[src/rtl/tst_pkg.sv]
`timescale 1ns / 1ps
// Shared types and constants for the transpose search table unit.
// Depends on nothing; used by tst_ctrl, the top level and the testbench.
package tst_pkg;

    // Table geometry
    localparam int DEPTH  = 1024;
    localparam int AW     = $clog2(DEPTH);
    localparam int KEY_W  = 32;
    localparam int IDX_W  = 10;
    localparam int POS_W  = 10;
    localparam int CNT_W  = 11;
    localparam int KIND_W = 2;

    // Scan pointer must hold the limit (up to DEPTH) and any start index
    localparam int LIM_W  = AW + 1;
    localparam int SCAN_W = (LIM_W > IDX_W + 1) ? LIM_W : IDX_W + 1;

    // Register reset value of the entry count
    localparam logic [CNT_W-1:0] CNT_RESET = CNT_W'(1024);

    // Operation codes
    localparam logic [KIND_W-1:0] KIND_WRITE     = 2'd0;
    localparam logic [KIND_W-1:0] KIND_PLAIN     = 2'd1;
    localparam logic [KIND_W-1:0] KIND_TRANSPOSE = 2'd2;

    typedef struct packed {
        logic [KIND_W-1:0]       kind;
        logic [IDX_W-1:0]        index;
        logic signed [KEY_W-1:0] key;
    } t_in_item;

    typedef struct packed {
        logic             found;
        logic [POS_W-1:0] position;
    } t_out_item;

    // Table port request from the sequencer
    typedef struct packed {
        logic             we;
        logic [AW-1:0]    waddr;
        logic [KEY_W-1:0] wdata;
        logic [AW-1:0]    raddr;
    } t_ram_req;

endpackage

[src/rtl/tst_ctrl.sv]
`timescale 1ns / 1ps
// Sequencer of the search table: write, linear scan with one shared compare,
// and the transposition swap. Depends on tst_pkg; drives tst_ram.
module tst_ctrl (
    input  logic                       i_clk,
    input  logic                       i_rst_n,
    input  logic                       i_start,
    input  tst_pkg::t_in_item          i_item,
    input  logic [tst_pkg::SCAN_W-1:0] i_limit,
    input  logic [tst_pkg::KEY_W-1:0]  i_rdata,
    output tst_pkg::t_ram_req          o_ram,
    output logic                       o_busy,
    output logic                       o_done,
    output tst_pkg::t_out_item         o_result
);

    typedef enum logic [4:0] {
        ST_IDLE  = 5'b00001,
        ST_SCAN  = 5'b00010,
        ST_SW_RD = 5'b00100,
        ST_SW_HI = 5'b01000,
        ST_SW_LO = 5'b10000
    } t_state;

    t_state                       r_state, n_state;
    logic [tst_pkg::KEY_W-1:0]    r_key, n_key;
    logic                         r_transpose, n_transpose;
    logic [tst_pkg::SCAN_W-1:0]   r_addr, n_addr;
    logic                         r_rd_valid, n_rd_valid;
    logic [tst_pkg::AW-1:0]       r_rd_idx, n_rd_idx;
    logic [tst_pkg::AW-1:0]       r_hit_idx, n_hit_idx;
    logic                         r_done, n_done;
    logic                         r_found, n_found;
    logic [tst_pkg::POS_W-1:0]    r_pos, n_pos;

    logic                         issue;
    logic                         match;
    logic [tst_pkg::AW-1:0]       hit_prev;

    assign issue    = r_addr < i_limit;
    assign match    = r_rd_valid && (i_rdata == r_key);
    assign hit_prev = r_hit_idx - tst_pkg::AW'(1);

    // Next state, table requests and result
    always_comb begin
        n_state     = r_state;
        n_key       = r_key;
        n_transpose = r_transpose;
        n_addr      = r_addr;
        n_rd_valid  = r_rd_valid;
        n_rd_idx    = r_rd_idx;
        n_hit_idx   = r_hit_idx;
        n_done      = 1'b0;
        n_found     = r_found;
        n_pos       = r_pos;
        o_ram.we    = 1'b0;
        o_ram.waddr = r_hit_idx;
        o_ram.wdata = r_key;
        o_ram.raddr = r_addr[tst_pkg::AW-1:0];

        unique case (r_state)
            ST_IDLE: begin
                if (i_start) begin
                    n_key       = i_item.key;
                    n_transpose = (i_item.kind == tst_pkg::KIND_TRANSPOSE);
                    n_rd_valid  = 1'b0;
                    n_found     = 1'b0;
                    n_pos       = '0;
                    priority if (i_item.kind == tst_pkg::KIND_WRITE) begin
                        // Store the key and report at once
                        o_ram.we    = tst_pkg::SCAN_W'(i_item.index)
                                      < tst_pkg::SCAN_W'(tst_pkg::DEPTH);
                        o_ram.waddr = i_item.index[tst_pkg::AW-1:0];
                        o_ram.wdata = i_item.key;
                        n_done      = 1'b1;
                    end else if (i_item.kind == tst_pkg::KIND_PLAIN) begin
                        n_addr  = tst_pkg::SCAN_W'(i_item.index);
                        n_state = ST_SCAN;
                    end else if (i_item.kind == tst_pkg::KIND_TRANSPOSE) begin
                        n_addr  = '0;
                        n_state = ST_SCAN;
                    end else begin
                        // Unused code: empty result
                        n_done = 1'b1;
                    end
                end
            end
            ST_SCAN: begin
                // Compare the word read last cycle, issue the next read
                if (match) begin
                    n_found   = 1'b1;
                    n_pos     = tst_pkg::POS_W'(r_rd_idx);
                    n_hit_idx = r_rd_idx;
                    if (r_transpose && (r_rd_idx != '0)) begin
                        n_state = ST_SW_RD;
                    end else begin
                        n_done  = 1'b1;
                        n_state = ST_IDLE;
                    end
                end else if (!issue) begin
                    n_done  = 1'b1;
                    n_state = ST_IDLE;
                end else begin
                    n_addr     = r_addr + tst_pkg::SCAN_W'(1);
                    n_rd_valid = 1'b1;
                    n_rd_idx   = r_addr[tst_pkg::AW-1:0];
                end
            end
            ST_SW_RD: begin
                // Fetch the predecessor of the hit
                o_ram.raddr = hit_prev;
                n_state     = ST_SW_HI;
            end
            ST_SW_HI: begin
                // Move the predecessor up into the hit slot
                o_ram.we    = 1'b1;
                o_ram.waddr = r_hit_idx;
                o_ram.wdata = i_rdata;
                n_state     = ST_SW_LO;
            end
            ST_SW_LO: begin
                // Put the found key one slot toward the front
                o_ram.we    = 1'b1;
                o_ram.waddr = hit_prev;
                o_ram.wdata = r_key;
                n_done      = 1'b1;
                n_state     = ST_IDLE;
            end
            default: begin
                n_state = ST_IDLE;
            end
        endcase
    end

    // Control registers
    always_ff @(posedge i_clk) begin
        if (!i_rst_n) begin
            r_state    <= ST_IDLE;
            r_done     <= 1'b0;
            r_rd_valid <= 1'b0;
        end else begin
            r_state    <= n_state;
            r_done     <= n_done;
            r_rd_valid <= n_rd_valid;
        end
    end

    // Payload registers
    always_ff @(posedge i_clk) begin
        r_key       <= n_key;
        r_transpose <= n_transpose;
        r_addr      <= n_addr;
        r_rd_idx    <= n_rd_idx;
        r_hit_idx   <= n_hit_idx;
        r_found     <= n_found;
        r_pos       <= n_pos;
    end

    assign o_busy            = (r_state != ST_IDLE);
    assign o_done            = r_done;
    assign o_result.found    = r_found;
    assign o_result.position = r_pos;

endmodule

[config.mk]
export PLATFORM = sky130hd
export DESIGN_NAME = tst_ctrl
export DESIGN_NICKNAME = d
export VERILOG_FILES = /design/src/rtl/tst_pkg.sv /design/src/rtl/tst_ctrl.sv
export SDC_FILE = /design/constraint.sdc
export NUM_CORES = 1
export LEC_CHECK = 0
export ABC_AREA = 1
export ABC_CLOCK_PERIOD_IN_PS = 3600
export BUFFER_PORTS_ARGS = -buffer_cell sky130_fd_sc_hd__buf_4
export CAP_MARGIN = 0
export CORE_MARGIN = 2
export CORE_UTILIZATION = 45
export CTS_CLUSTER_DIAMETER = 80
export CTS_CLUSTER_SIZE = 28
export DETAILED_ROUTE_END_ITERATION = 8
export PLACE_DENSITY = 0.79
export SYNTH_ARGS = -nofsm -noshare
export SYNTH_HDL_FRONTEND = slang
export SYNTH_SLANG_ARGS = --single-unit
[constraint.sdc]
create_clock -name i_clk -period 3.6 [get_ports i_clk]
set_input_delay 0.72 -clock i_clk [delete_from_list [all_inputs] [get_ports i_clk]]
set_output_delay 0.72 -clock i_clk [all_outputs]
set_load 0.02 [all_outputs]
==> summary.txt <==
Worst setup path
  – Worst Path Arrival: around 2.2 ns
  – Top cell by count, worst path: buf_4
  – Slowest stage delay, CP: roughly 0.48 ns
  – R2R Setup Slk: approximately 1.3 ns
  – CP required: 2.88 ns
  – Crit path buf inv count: 3
  – Kind of start point of the critical path: flop
  – Crit Reg-Reg Endpoint: r_rd_idx[8]$_DFFE_PP_
  – Worst path top cell family by delay: buffers and inverters
  – Largest fanout on the critical path: 32
  – Critical Path Sink Type: primary output
  – Critical-path cell with the highest stage delay: dfxtp_1
  – Chain of cells forming the critical path: nor2_4 -> nand3_2 -> inv_1 -> a21oi_4 -> buf_4 -> o221ai_2 -> buf_4
  – Path depth of the worst reg2reg path: 7
  – Worst setup path category: flop to primary output
  – Reg-to-reg critical path startpoint: r_addr[2]$_DFFE_PP_

STA
  – Hold WS: about 0.45 ns
  – Total Neg Setup Slack: 0 ns
  – Setup ws final: about 0.64 ns
  – Achievable Freq: approximately 340 MHz
  – Minimum period implied by the final worst setup slack: 2.963 ns
  – RSZ-0062 raised after global routing: no
  – Final setup violation count: 0
  – Max-slew violation count: 0
  – Clk_skew: 0.007248 ns
  – Slew at the pin with the worst max-slew slack: just over 0.7 ns
  – Final hold violation count: 0
  – Post-route clock period utilization: 0.8229
  – Max-Slew Margin vs Limit: 0.5148

Finish
  – Filler cell count in the final layout: roughly 940
  – Area of all placed cells without fillers: 6750 um^2
  – Most frequent cells in the layout: 163 x buf_4, 128 x nand2_1, 107 x inv_1
  – Antenna fix cells: 0
  – Most common cell after layout, fill and taps aside: buf_4
  – Number of nets in the layout: 848
  – Layout cells sized above 1: 0.2767
  – Post-synthesis to final-layout area growth: 31.46%

Floorplanning
  – Floorplan die height: between 100 and 150 um
  – Count of standard-cell rows: 39
  – Boundary Pins: between 150 and 200
  – Area of the die: 12280 um^2
  – Die outline width: 110.8 um
  – Starting density of the core: 0.4555
  – Core Box Area: 11270 um^2

Pwr
  – Static leakage: ~3.1 nW
  – PwrDens: 529.8 nW/um^2
  – Share of power burned in registers: 0.385
  – Total net switching power: approximately 0.0012 W
  – Switching share of power: 0.3412
  – Part of the total power dissipated in the clock network: 0.272
  – Largest vdd supply drop: 0.0003012 V
  – Total power consumption of the routed design: approximately 0.0036 W
  – Internal power: between 0.002 and 0.0025 W
  – Proportion of power drawn by combinational gates: 0.342

Synthesis
  – Async set or reset register ratio after synthesis: 0
  – Count of distinct cell types in the synthesized netlist: 34
  – Post-synth top area cell: edfxtp_1
  – Share of Yosys cell area claimed by the top area cell type: 0.4386
  – Number of instances in the synthesized netlist: 590
  – Cell types occupying the most area after synthesis: edfxtp_1 44%, nand2_1 9.4%, inv_1 7.8%
  – Main flop type after synthesis: edfxtp_1
  – Post-synth net total: roughly 700
  – Flip-flop and latch count after synthesis: 82
  – Synthesis warning total: 0
  – EDFF count, synth: 75
  – Netlist area before placement: ~5100 um^2
  – Sequential-to-total area share from yosys stat: 0.4659
  – Average cell area after synthesis: 8.703 um^2

Global routing
  – Total congestion overflow after global routing: 0
  – Via count of the first global-routing pass: roughly 4.7k
  – Wire length of the first global-routing pass: 23030 um
  – Antenna violations before repair: 0
  – Largest net degree at the start of global routing: 44
  – Total routing usage reported by global routing: 0.2329

Placed design
  – Final GP Congestion: approximately 0.9
  – Worst-case setup slack after placement: between 0.7 and 0.8 ns
  – DP Area: approximately 6400 um^2
  – Post-detailed-placement half-perimeter wirelength: roughly 11000 um
  – Port Buffer Count: about 160

CTS
  – Hold_buf cts: 0
  – Clk_lat worst skew: 0.33 ns
  – Register clock-pin slew on the reported worst setup and hold paths: roughly 0.06 ns
  – Number of gates given a new drive strength after cts: 0
  – Total CTS buffers: 9
  – Largest buffer count on any clock path: 2
  – Setup repair bufs after CTS: 0
  – Sink Count: a little over 80
  – TritonCTS clock tree: done
  – H-tree depth: 3
  – Clock tree root driver cell: clkbuf_16

Detailed routing
  – Violation count after the first detailed-routing iteration: approximately 550
  – Remaining antenna violation count after routing: 0
  – Post-detailed-route via-to-cell ratio: around 5.4
  – DRC violation count after routing: 0
  – Routed wire length: ~14000 um
  – Total iterations of the first detailed-routing run: 5
  – Total via count after detailed routing: 4849
  – Routed length per instance: 16.21 um

Hold path
  – Worst-case hold path end point: r_hit_idx[5]$_DFFE_PP_
  – Hold depth: 0
  – Worst min-delay path class: flop to flop
  – Startpoint of the most critical hold path: r_rd_idx[5]$_DFFE_PP_

Run
  – Max-cap violation count: 0

Run status
  – Outcome: complete, no violations
## worst register-to-register path: stages, from the launching register on
cell	delay [ns]
edfxtp_1	0.52
ha_1	0.35
a21oi_1	0.16
nand2_1	0.07
nand4_1	0.09
nand3_1	0.16
nand3b_1	0.25
inv_1	0.37
## logic make-up (layout without fill, tap and decap cells)
family,count (synthesis),count (layout),share of synthesized area
buf+inv,130,288,0.1004
fa+ha+maj,15,15,0.03655
simple gates,258,258,0.2261
flops,82,82,0.4659
compound gates,84,84,0.1352
xor+xnor,21,21,0.03582
## cell type report
cell class,instances,area [um^2],share of cell area
clock buffers,9,225.2,0.03336
clock inverters,7,93.84,0.01390
inverters,109,409.1,0.06061
multi-input cells,378,2227,0.3299
flip-flops and latches,82,2392,0.3544
well taps,143,178.9,0.02651
repair buffers,163,1224,0.1813
## power groups by stage
stage	clock network [W]	registers, W	logic, W
global placement	0	0.00138	0.00119
floorplan	0	0.00142	0.000682
global route	0.00103	0.00140	0.00132
detailed placement	0	0.00140	0.00122
CTS	0.000984	0.00138	0.00122
finish	0.000973	0.00138	0.00122
## layer usage
layer | vias up | GRT usage | routed length, um
li1 | 2305 | - | -
met1 | 2245 | 0.2987 | 5615
met2 | 256 | 0.3873 | 7207
met3 | 43 | 0.03554 | 1070
met4 | 0 | 0.1117 | 553
met5 | - | 0 | 0
## through the flow
| step | util | cells |
|---|---|---|
| 6_report | 0.5988 | 891 |
| 5_1_grt | 0.5988 | 891 |
| 4_1_cts | 0.5988 | 891 |
| 3_5_place_dp | 0.5705 | 875 |
| 3_3_place_gp | 0.5705 | 875 |
| 2_1_floorplan | - | 590 |
## sequential cells by signal, summed over array words and instances (netlist names)
name,flops
r_key,32
r_addr,11
r_hit_idx,10
r_pos,10
r_rd_idx,10
r_state,5
o_done,1
r_found,1
r_rd_valid,1
r_transpose,1
## Yosys cell counts (10+ instances only)
master,count
xor2_1,12
nand3_1,63
clkbuf_1,10
o211ai_1,17
o21ai_0,24
a21oi_1,11
inv_1,107
edfxtp_1,75
nand2_1,128
ha_1,15
o221ai_2,17
nor2_1,42
## how the worst max path moves through the flow
stage	from	end	slack, ns	depth (start not counted)
2_1_floorplan	i_start	o_ram[10]	0.99	5
3_3_place_gp	i_item[42]	o_ram[17]	0.84	8
3_5_place_dp	i_item[42]	o_ram[35]	0.78	8
4_1_cts	r_state[0]$_SDFFE_PN1P_	o_ram[35]	0.64	7
5_1_grt	r_hit_idx[0]$_DFFE_PP_	o_ram[8]	0.46	9
6_report	r_state[0]$_SDFFE_PN1P_	o_ram[15]	0.64	7
(Power assumes the default switching activity.)
